### config.mk
export PLATFORM = sky130hd
export DESIGN_NAME = cgs_ctrl
export DESIGN_NICKNAME = d
export VERILOG_FILES = /design/src/design/cgs_pkg.sv /design/src/design/cgs_ctrl.sv
export SDC_FILE = /design/constraint.sdc
export NUM_CORES = 1
export LEC_CHECK = 0
export ABC_CLOCK_PERIOD_IN_PS = 8400
export BUFFER_PORTS_ARGS = -buffer_cell sky130_fd_sc_hd__buf_2
export CAP_MARGIN = 20
export CORE_MARGIN = 2
export CORE_UTILIZATION = 58
export CTS_BUF_LIST = sky130_fd_sc_hd__clkbuf_4 sky130_fd_sc_hd__clkbuf_8
export DETAILED_ROUTE_END_ITERATION = 7
export GPL_ROUTABILITY_DRIVEN = 1
export GPL_TIMING_DRIVEN = 0
export PLACE_DENSITY = 0.88
export SLEW_MARGIN = 20
export SYNTH_ARGS = -nofsm -noshare
export SYNTH_HDL_FRONTEND = slang
export SYNTH_SLANG_ARGS = --single-unit
### constraint.sdc
create_clock -name clk -period 8.4 [get_ports clk]
set_clock_uncertainty 0.05 [all_clocks]
set_input_delay 0.84 -clock clk [delete_from_list [all_inputs] [get_ports clk]]
set_output_delay 0.84 -clock clk [all_outputs]
set_load 0.005 [all_outputs]
### src/design/cgs_pkg.sv
// Shared constants, codes and command/status types for the conjugate gradient solver.
// No dependencies; compiled first.
package cgs_pkg;

	localparam int FRAC_BITS       = 24;
	localparam int DEF_MAX_N       = 16;
	localparam int DEF_VALUE_WIDTH = 32;

	// fixed field widths of the channels
	localparam int OP_W       = 2;
	localparam int ROW_W      = 4;
	localparam int DATA_W     = 32;
	localparam int STATUS_W   = 2;
	localparam int N_USED_W   = 5;
	localparam int LIMIT_W    = 32;
	localparam int CFG_IDX_W  = 4;
	localparam int CFG_DATA_W = 32;

	localparam logic [CFG_IDX_W-1:0] CFG_N_USED = CFG_IDX_W'(0);
	localparam logic [CFG_IDX_W-1:0] CFG_LIMIT  = CFG_IDX_W'(1);

	typedef enum logic [OP_W-1:0] {
		OP_LOAD_A = 2'd0,
		OP_LOAD_B = 2'd1,
		OP_SOLVE  = 2'd2
	} item_op_t;

	typedef enum logic [STATUS_W-1:0] {
		ST_CONVERGED  = 2'd0,
		ST_ITER_LIMIT = 2'd1,
		ST_STAGNATED  = 2'd2,
		ST_ZERO_RHS   = 2'd3
	} solve_status_t;

	typedef enum logic [3:0] {
		DP_NOP,
		DP_CLR,
		DP_LDA,
		DP_LDB,
		DP_INIT,
		DP_LIM,
		DP_MATVEC,
		DP_DOT_HG,
		DP_DIV_A,
		DP_UPD,
		DP_DOT_RR,
		DP_DIV_B,
		DP_DIR
	} dp_op_t;

	typedef struct packed {
		dp_op_t op;
		logic   first;
		logic   last;
	} cgs_cmd_t;

	typedef struct packed {
		logic bb_zero;
		logic hg_zero;
		logic rrold_zero;
		logic conv;
		logic div_done;
	} cgs_stat_t;

endpackage

### src/design/cgs_ctrl.sv
// Solver sequencer: item handshake, config registers, iteration control, result emission.
// Depends on cgs_pkg.
module cgs_ctrl #(
	parameter int MAX_N = cgs_pkg::DEF_MAX_N,
	parameter int IW    = $clog2(MAX_N)
) (
	input  logic                           clk,
	input  logic                           arst_n,
	input  logic                           in_valid,
	input  logic [cgs_pkg::OP_W-1:0]       in_op,
	output logic                           in_ready,
	input  logic                           cfg_valid,
	input  logic [cgs_pkg::CFG_IDX_W-1:0]  cfg_index,
	input  logic [cgs_pkg::CFG_DATA_W-1:0] cfg_data,
	output logic                           cfg_ready,
	input  logic                           out_ready,
	output logic                           out_valid,
	output logic [cgs_pkg::ROW_W-1:0]      out_index,
	output logic [cgs_pkg::STATUS_W-1:0]   out_status,
	output logic [cgs_pkg::N_USED_W-1:0]   out_iters,
	output logic                           out_last,
	output cgs_pkg::cgs_cmd_t              cmd,
	output logic [IW-1:0]                  i_idx,
	output logic [IW-1:0]                  j_idx,
	output logic [cgs_pkg::LIMIT_W-1:0]    limit,
	input  cgs_pkg::cgs_stat_t             stat
);
	import cgs_pkg::*;

	typedef enum logic [3:0] {
		S_CLEAR, S_IDLE, S_INIT, S_LIM, S_CHECK, S_MATVEC, S_HG, S_HGCHK,
		S_DIVA, S_UPD, S_RR, S_RRCHK, S_DIVB, S_DIR, S_DRAIN, S_EMIT
	} state_t;

	state_t              state_q, ret_q;
	logic [IW-1:0]       i_q, j_q;
	logic [IW:0]         k_q, iters_q;
	logic                drain_q;
	solve_status_t       status_q;
	logic [N_USED_W-1:0] n_used_q;
	logic [LIMIT_W-1:0]  limit_q;

	logic [IW:0]   n_eff;
	logic [IW-1:0] last_idx;
	logic          i_last, j_last, in_acc;

	localparam logic [IW-1:0] TOP_IDX = IW'(MAX_N - 1);

	always_comb begin
		if (n_used_q == '0) n_eff = (IW+1)'(1);
		else if (int'(n_used_q) > MAX_N) n_eff = (IW+1)'(MAX_N);
		else n_eff = (IW+1)'(n_used_q);
		last_idx = IW'(n_eff - (IW+1)'(1));
		i_last   = (i_q == last_idx);
		j_last   = (j_q == last_idx);
	end

	assign in_ready  = (state_q == S_IDLE);
	assign in_acc    = in_valid && in_ready;
	assign cfg_ready = 1'b1;
	assign out_valid = (state_q == S_EMIT);
	assign out_index = ROW_W'(i_q);
	assign out_status = status_q;
	assign out_iters = N_USED_W'(iters_q);
	assign out_last  = i_last;
	assign i_idx     = i_q;
	assign j_idx     = j_q;
	assign limit     = limit_q;

	always_comb begin
		cmd = '{op: DP_NOP, first: 1'b0, last: 1'b0};
		unique case (state_q)
			S_CLEAR: cmd.op = DP_CLR;
			S_IDLE: begin
				if (in_valid) begin
					unique case (in_op)
						OP_LOAD_A: cmd.op = DP_LDA;
						OP_LOAD_B: cmd.op = DP_LDB;
						default: ;
					endcase
				end
			end
			S_INIT:   cmd = '{op: DP_INIT, first: (i_q == '0), last: i_last};
			S_LIM:    if (!stat.bb_zero) cmd.op = DP_LIM;
			S_MATVEC: cmd = '{op: DP_MATVEC, first: (j_q == '0), last: j_last};
			S_HG:     cmd = '{op: DP_DOT_HG, first: (i_q == '0), last: i_last};
			S_HGCHK:  if (!stat.hg_zero) cmd.op = DP_DIV_A;
			S_UPD:    cmd.op = DP_UPD;
			S_RR:     cmd = '{op: DP_DOT_RR, first: (i_q == '0), last: i_last};
			S_RRCHK:  if (!stat.rrold_zero) cmd.op = DP_DIV_B;
			S_DIR:    cmd.op = DP_DIR;
			default: ;
		endcase
	end

	always_ff @(posedge clk or negedge arst_n) begin
		if (!arst_n) begin
			state_q  <= S_CLEAR;
			ret_q    <= S_IDLE;
			i_q      <= '0;
			j_q      <= '0;
			k_q      <= '0;
			iters_q  <= '0;
			drain_q  <= 1'b0;
			status_q <= ST_CONVERGED;
			n_used_q <= N_USED_W'(16);
			limit_q  <= LIMIT_W'(42950);
		end else begin
			if (cfg_valid) begin
				unique case (cfg_index)
					CFG_N_USED: n_used_q <= cfg_data[N_USED_W-1:0];
					CFG_LIMIT:  limit_q  <= cfg_data[LIMIT_W-1:0];
					default: ;
				endcase
			end
			unique case (state_q)
				S_CLEAR: begin
					j_q <= j_q + IW'(1);
					if (j_q == TOP_IDX) begin
						j_q <= '0;
						i_q <= i_q + IW'(1);
						if (i_q == TOP_IDX) begin
							i_q     <= '0;
							state_q <= S_IDLE;
						end
					end
				end
				S_IDLE: begin
					if (in_acc && in_op == OP_SOLVE) begin
						i_q     <= '0;
						state_q <= S_INIT;
					end
				end
				S_INIT: begin
					i_q <= i_q + IW'(1);
					if (i_last) begin
						ret_q   <= S_LIM;
						state_q <= S_DRAIN;
					end
				end
				S_LIM: begin
					i_q     <= '0;
					iters_q <= '0;
					k_q     <= (IW+1)'(1);
					if (stat.bb_zero) begin
						status_q <= ST_ZERO_RHS;
						state_q  <= S_EMIT;
					end else begin
						state_q <= S_CHECK;
					end
				end
				S_CHECK: begin
					i_q <= '0;
					j_q <= '0;
					if (k_q > n_eff) begin
						status_q <= stat.conv ? ST_CONVERGED : ST_ITER_LIMIT;
						state_q  <= S_EMIT;
					end else if (stat.conv) begin
						status_q <= ST_CONVERGED;
						state_q  <= S_EMIT;
					end else begin
						state_q <= S_MATVEC;
					end
				end
				S_MATVEC: begin
					j_q <= j_q + IW'(1);
					if (j_last) begin
						j_q <= '0;
						i_q <= i_q + IW'(1);
						if (i_last) begin
							i_q     <= '0;
							ret_q   <= S_HG;
							state_q <= S_DRAIN;
						end
					end
				end
				S_HG: begin
					i_q <= i_q + IW'(1);
					if (i_last) begin
						ret_q   <= S_HGCHK;
						state_q <= S_DRAIN;
					end
				end
				S_HGCHK: begin
					i_q <= '0;
					if (stat.hg_zero) begin
						status_q <= ST_STAGNATED;
						state_q  <= S_EMIT;
					end else begin
						state_q <= S_DIVA;
					end
				end
				S_DIVA: if (stat.div_done) state_q <= S_UPD;
				S_UPD: begin
					i_q     <= i_q + IW'(1);
					iters_q <= k_q;
					if (i_last) begin
						ret_q   <= S_RR;
						state_q <= S_DRAIN;
					end
				end
				S_RR: begin
					i_q <= i_q + IW'(1);
					if (i_last) begin
						ret_q   <= S_RRCHK;
						state_q <= S_DRAIN;
					end
				end
				S_RRCHK: begin
					i_q <= '0;
					if (stat.rrold_zero) begin
						status_q <= ST_STAGNATED;
						state_q  <= S_EMIT;
					end else begin
						state_q <= S_DIVB;
					end
				end
				S_DIVB: if (stat.div_done) state_q <= S_DIR;
				S_DIR: begin
					i_q <= i_q + IW'(1);
					if (i_last) begin
						k_q     <= k_q + (IW+1)'(1);
						ret_q   <= S_CHECK;
						state_q <= S_DRAIN;
					end
				end
				S_DRAIN: begin
					// idle drain state lets the MAC pipeline write back; left once drain_q is set
					drain_q <= !drain_q;
					i_q     <= '0;
					if (drain_q) state_q <= ret_q;
				end
				S_EMIT: begin
					if (out_ready) begin
						i_q <= i_q + IW'(1);
						if (i_last) begin
							i_q     <= '0;
							state_q <= S_IDLE;
						end
					end
				end
				default: state_q <= S_IDLE;
			endcase
		end
	end

	a_solve_starts: assert property (@(posedge clk) disable iff (!arst_n)
		in_acc && in_op == OP_SOLVE |=> state_q == S_INIT)
		else $error("solve item did not start initialization");

	a_div_nonzero: assert property (@(posedge clk) disable iff (!arst_n)
		cmd.op == DP_DIV_A |-> !stat.hg_zero)
		else $error("alpha division started with zero denominator");

	a_emit_excl: assert property (@(posedge clk) disable iff (!arst_n)
		out_valid |-> !in_ready)
		else $error("input taken while results pending");

	a_emit_range: assert property (@(posedge clk) disable iff (!arst_n)
		state_q == S_EMIT |-> i_q <= last_idx)
		else $error("emit index beyond system size");
endmodule

Word-level counts from Yosys, hierarchy flattened
Index checks and enable logic that the tools add are counted.

Register bits after elaboration: 66. Latch bits: 0. Memory bits (writable): 0. ROM bits: 0. Input port bits: 48. Output and inout bits: 61. Word-level logic and storage cells: 135. Memories kept: 0.

Add/subtract/negate cells: 4. Multiply operators: 0. Div/mod/pow operators: 0. Order comparisons: 2. Equality and inequality tests: 41. Shift operators: 0. Mux-type cells: 53. Bitwise logic cells: 0. Reduce and logical (&&, ||, !) cells: 25.

Operators by type and width (number): 2-to-1 mux 4 bit (31); one-hot mux 4 bit (12 select lines) (1); one-hot mux 4 bit (6 select lines) (2); one-hot mux 4 bit (11 select lines) (1); equality test 4 bit (second input constant) (10); inequality test 2 bit (second input constant) (16); one-hot mux 5 bit (2 select lines) (2); equality test 4 x 3 -> 1 bit (second input constant) (4); zero test 4 bit (4); 2-to-1 mux 5 bit (3); 2-to-1 mux 2 bit (6); one-hot mux 4 bit (3 select lines) (1); nonzero test 6 bit (2); AND reduction 5 bit (2); OR reduction 5 bit (2); AND reduction 9 bit (1); adder 4 x 1 -> 4 bit (second input constant) (2); equality test 4 x 1 -> 1 bit (second input constant) (2); equality test 4 x 2 -> 1 bit (second input constant) (2); equality test 4 bit (2); one-hot mux 2 bit (2 select lines) (2); one-hot mux 2 bit (4 select lines) (1); AND reduction 8 bit (1); 2-to-1 mux 3 bit (2); other kinds (18) (23).

Depth between registers and ports, before layout
Depth after elaboration: 8. Mapped depth: 10. Depth with buffers taken out: 9.

Worst setup path after synthesis
Ideal clock, no wire load.

Path type: reg2out. Start: register n_used_q[1]. End: output port cmd[0] in the netlist's numbering. Arrival time: 2251 ps. Data required time: 7510 ps. Slack: 5259 ps. Stages on the path, launching flop included: 10. Buffers on the path: 1. Cells stage by stage: dfrtp_1 or4_4 nand2_1 inv_1 ha_1 xnor3_1 o211a_4 and2_1 buf_2 a31o_2.

RTL lines: from (decl) (RTL line cgs_ctrl.sv:40) `logic [N_USED_W-1:0] n_used_q;`; from (signal assigned) (RTL line cgs_ctrl.sv:111) `CFG_N_USED: n_used_q <= cfg_data[N_USED_W-1:0];`; to (decl) (RTL line cgs_ctrl.sv:22) `output cgs_pkg::cgs_cmd_t cmd,`.

==> flow_metrics.env <==
export IMPL_port_buffers=107
export IMPL_final_common_cell="buf_2"
export IMPL_power_leakage_nw=2.20
export IMPL_instances_no_fill=574
export IMPL_slowest_stage="or4_4"
export IMPL_placed_cells=558
export IMPL_diodes=0
export IMPL_row_count=29
export IMPL_status="finished clean"
export IMPL_relSlewSlack_pct=29.8
export IMPL_synth_fa_ha_area_share_pct=3.68
export IMPL_hp_class="input port to async pin"
export IMPL_r2r_start="n_used_q[1]"
export IMPL_drt_initial_drc_count=366
export IMPL_max_clock_freq_mhz=259
export IMPL_first_pass_iters=5
export IMPL_clockRootBuffer="clkbuf_8"
export IMPL_start_kind="register"
export IMPL_p_int_w=0.000904
export IMPL_worstReg2RegEnd="state_q[2]"
export IMPL_area_delta_synth_final_pct=23.5
export IMPL_synth_top_cell_by_area="dfrtp_1"
export IMPL_grt_antenna_before_repair=0
export IMPL_critPathArrivalTime_ns=2.97
export IMPL_pwr_share_seq_pct=32.0
export IMPL_yosys_area_share_simple_pct=13.8
export IMPL_crit_required_ns=7.51
export IMPL_vias_per_cell=6.07
export IMPL_synth_compound_area_share_pct=17.3
export IMPL_fp_dieW_um=84.3
export IMPL_syn_area_per_cell_sq_um=10.0
export IMPL_h_tree_depth=3
export IMPL_synthArstFlopShare_pct=100
export IMPL_ys_types=61
export IMPL_grt_pass1_vias=3410
export IMPL_switching_share_pct=41.7
export IMPL_cts_sinks=66
export IMPL_netlist_top_cells_area="dfrtp_1 (37%), mux2_2 (11%), dfstp_2 (7.7%)"
export IMPL_setup_viol=0
export IMPL_yosysSeqAreaShare_pct=44.5
export IMPL_synth_ff_type="dfrtp_1"
export IMPL_crit_chain="or4_4 > nand2_1 > inv_1 > ha_1 > xnor3_1 > nand2_1 > a2111oi_0 > a31o_2 > buf_2"
export IMPL_syn_num_nets=432
export IMPL_slew_violations=0
export IMPL_critical_path_top_delay_family="simple AND/OR/NAND/NOR gates"
export IMPL_die_area_sq_mm=0.00711
export IMPL_rrSetupSlack_ns=5.29
export IMPL_cts_buffer_depth=2
export IMPL_grt_overflow=0
export IMPL_num_io_pins=109
export IMPL_powerDensity_mw_per_mm2=336
export IMPL_syn_inst=373
export IMPL_max_stage_delay_ns=0.55
export IMPL_holdBufCountCts=0
export IMPL_final_cell_mix="buf_2 (107), dfrtp_1 (55), nand2_1 (38), mux2_2 (38), a21oi_1 (23)"
export IMPL_core_sq_mm=0.00628
export IMPL_grt_max_degree=38
export IMPL_tightest_slew_ns=1.04
export IMPL_drive_gt1_share_pct=38.0
export IMPL_ys_warn_count=0
export IMPL_synth_xor_area_share_pct=3.08
export IMPL_insertion_delay_ns=0.35
export IMPL_cts_tree="built"
export IMPL_synth_edff_count=0
export IMPL_fin_crit_sh_pct=46.0
export IMPL_path_class="register to primary output"
export IMPL_post_cts_setup_buffers=0
export IMPL_crit_path_end_kind="primary output"
export IMPL_finalNetCount=551
export IMPL_report_final_hold_viol_count=0
export IMPL_fill_cells=450
export IMPL_p_clk_share_pct=19.6
export IMPL_die_y_um=84.3
export IMPL_period_needed_ns=3.86
export IMPL_clkTransAtPathRegs_ns=0.08
export IMPL_post_dp_hpwl_mm=7.60
export IMPL_fin_tns_setup_ns=0
export IMPL_crit_buf_inv=2
export IMPL_p_comb_share_pct=48.4
export IMPL_rsz0062_at_grt="no"
export IMPL_synthMuxAreaShare_pct=12.8
export IMPL_ys_seq_elements=66
export IMPL_switchingPower_w=0.000648
export IMPL_routed_via_count=3482
export IMPL_max_vdd_ir_drop_mv=0.208
export IMPL_cts_buffers=9
export IMPL_synth_top_cell_area_share_pct=36.8
export IMPL_track_usage_pct=28.9
export IMPL_synth_top_family_by_area="compound AO/OA/AOI/OAI gates"
export IMPL_crit_top_cell="nand2_1"
export IMPL_path_max_fanout=5
export IMPL_drt_total_wl_mm=10.1
export IMPL_synth_area_sq_mm=0.00374
export IMPL_drc_errors=0
export IMPL_start_util_pct=59.6
export IMPL_crit_path_start="n_used_q[1]"
export IMPL_grt_pass1_wl_mm=16.1
export IMPL_drv_cap=0
export IMPL_avgRoutedWirePerCell_um=17.6
export IMPL_place_gp_congestion=0.963
export IMPL_cts_repair_resized=0
export IMPL_rr_worst_depth=9
export IMPL_drtAntennaViolNets=0
## metal layers
layer  wire length, um  track usage [%]  vias up
met5                 0                0        -
met4               261             10.6        0
met3               860             8.75       25
met2              5030             47.8      198
met1              3920             35.9     1667
li1                  -                -     1592
## state kept, by name, indices dropped and copies added (netlist names)
| name | count |
|---|---|
| out_status | 2 |
| ret_q | 4 |
| drain_q | 1 |
| out_iters | 5 |
| state_q | 4 |
| j_idx | 4 |
| limit | 32 |
| n_used_q | 5 |
| i_idx | 4 |
| k_q | 5 |
## cells in the mapped netlist (3+ instances only)
cell type / number
a21oi_1: 23
a22oi_1: 8
buf_1: 6
buf_4: 5
clkbuf_1: 9
dfrtp_1: 55
dfstp_2: 11
ha_1: 11
inv_1: 20
mux2_2: 38
mux2i_1: 3
nand2_1: 38
nand2b_1: 4
nand3_1: 6
nand4_1: 6
nor2_1: 20
nor2b_1: 5
nor3_1: 7
nor4_1: 4
o211ai_1: 6
o21ai_0: 22
o22ai_1: 4
or3_1: 3
xnor2_1: 3
xor2_1: 5
## kinds of logic (layout without fill, tap and decap cells)
group           count (synthesis)  in the layout
simple gates                  105            105
compound gates                 96             96
flops                          66             66
mux                            43             43
buf+inv                        41            165
fa+ha+maj                      11             11
xor+xnor                       10             10
other cells                     1              1
## per-stage QoR
| stage | power, W | hold slack [ns] | area, sq um | util (%) | setup WS [ns] |
|---|---|---|---|---|---|
| 6_report | 0.00155 | 0.353 | 4620 | 73.6 | 4.54 |
| 3_5_place_dp | 0.00123 | 0.420 | 4400 | 70.0 | 4.96 |
| 4_1_cts | 0.00154 | 0.366 | 4620 | 73.6 | 4.51 |
| 3_3_place_gp | 0.00120 | 0.412 | 4370 | 69.7 | 5.01 |
| 5_1_grt | 0.00165 | 0.373 | 4620 | 73.6 | 4.42 |
| 2_1_floorplan | 0.000984 | 0.392 | 3740 | - | 5.26 |
## power groups by stage
| stage | sequential [W] | combinational, W | clock, W |
|---|---|---|---|
| 2_1_floorplan | 0.000488 | 0.000496 | 0 |
| 3_3_place_gp | 0.000491 | 0.000711 | 0 |
| 3_5_place_dp | 0.000500 | 0.000730 | 0 |
| 4_1_cts | 0.000495 | 0.000737 | 0.000304 |
| 5_1_grt | 0.000509 | 0.000821 | 0.000319 |
| 6_report | 0.000496 | 0.000752 | 0.000304 |
## worst max path at each step
stage | endpoint | slack [ns] | cells past startpoint
CTS | cmd[0] | 4.51 | 9
detailed placement | cmd[0] | 4.96 | 9
floorplan | cmd[0] | 5.26 | 9
global placement | cmd[0] | 5.01 | 9
finish | cmd[0] | 4.54 | 9
global route | cmd[0] | 4.42 | 9
## area by class of cell
type / instances / area [sq um] / area share [%]
clock inverter: 7 / 101 / 2.19
multi-input combinational: 266 / 1900 / 41.2
inverter: 20 / 75.1 / 1.62
timing repair buffer: 108 / 558 / 12.1
sequential: 66 / 1670 / 36.0
clock buffer: 9 / 124 / 2.68
buffer: 21 / 98.8 / 2.14
tap: 77 / 96.3 / 2.08
Power figures use the tool's default switching activity.
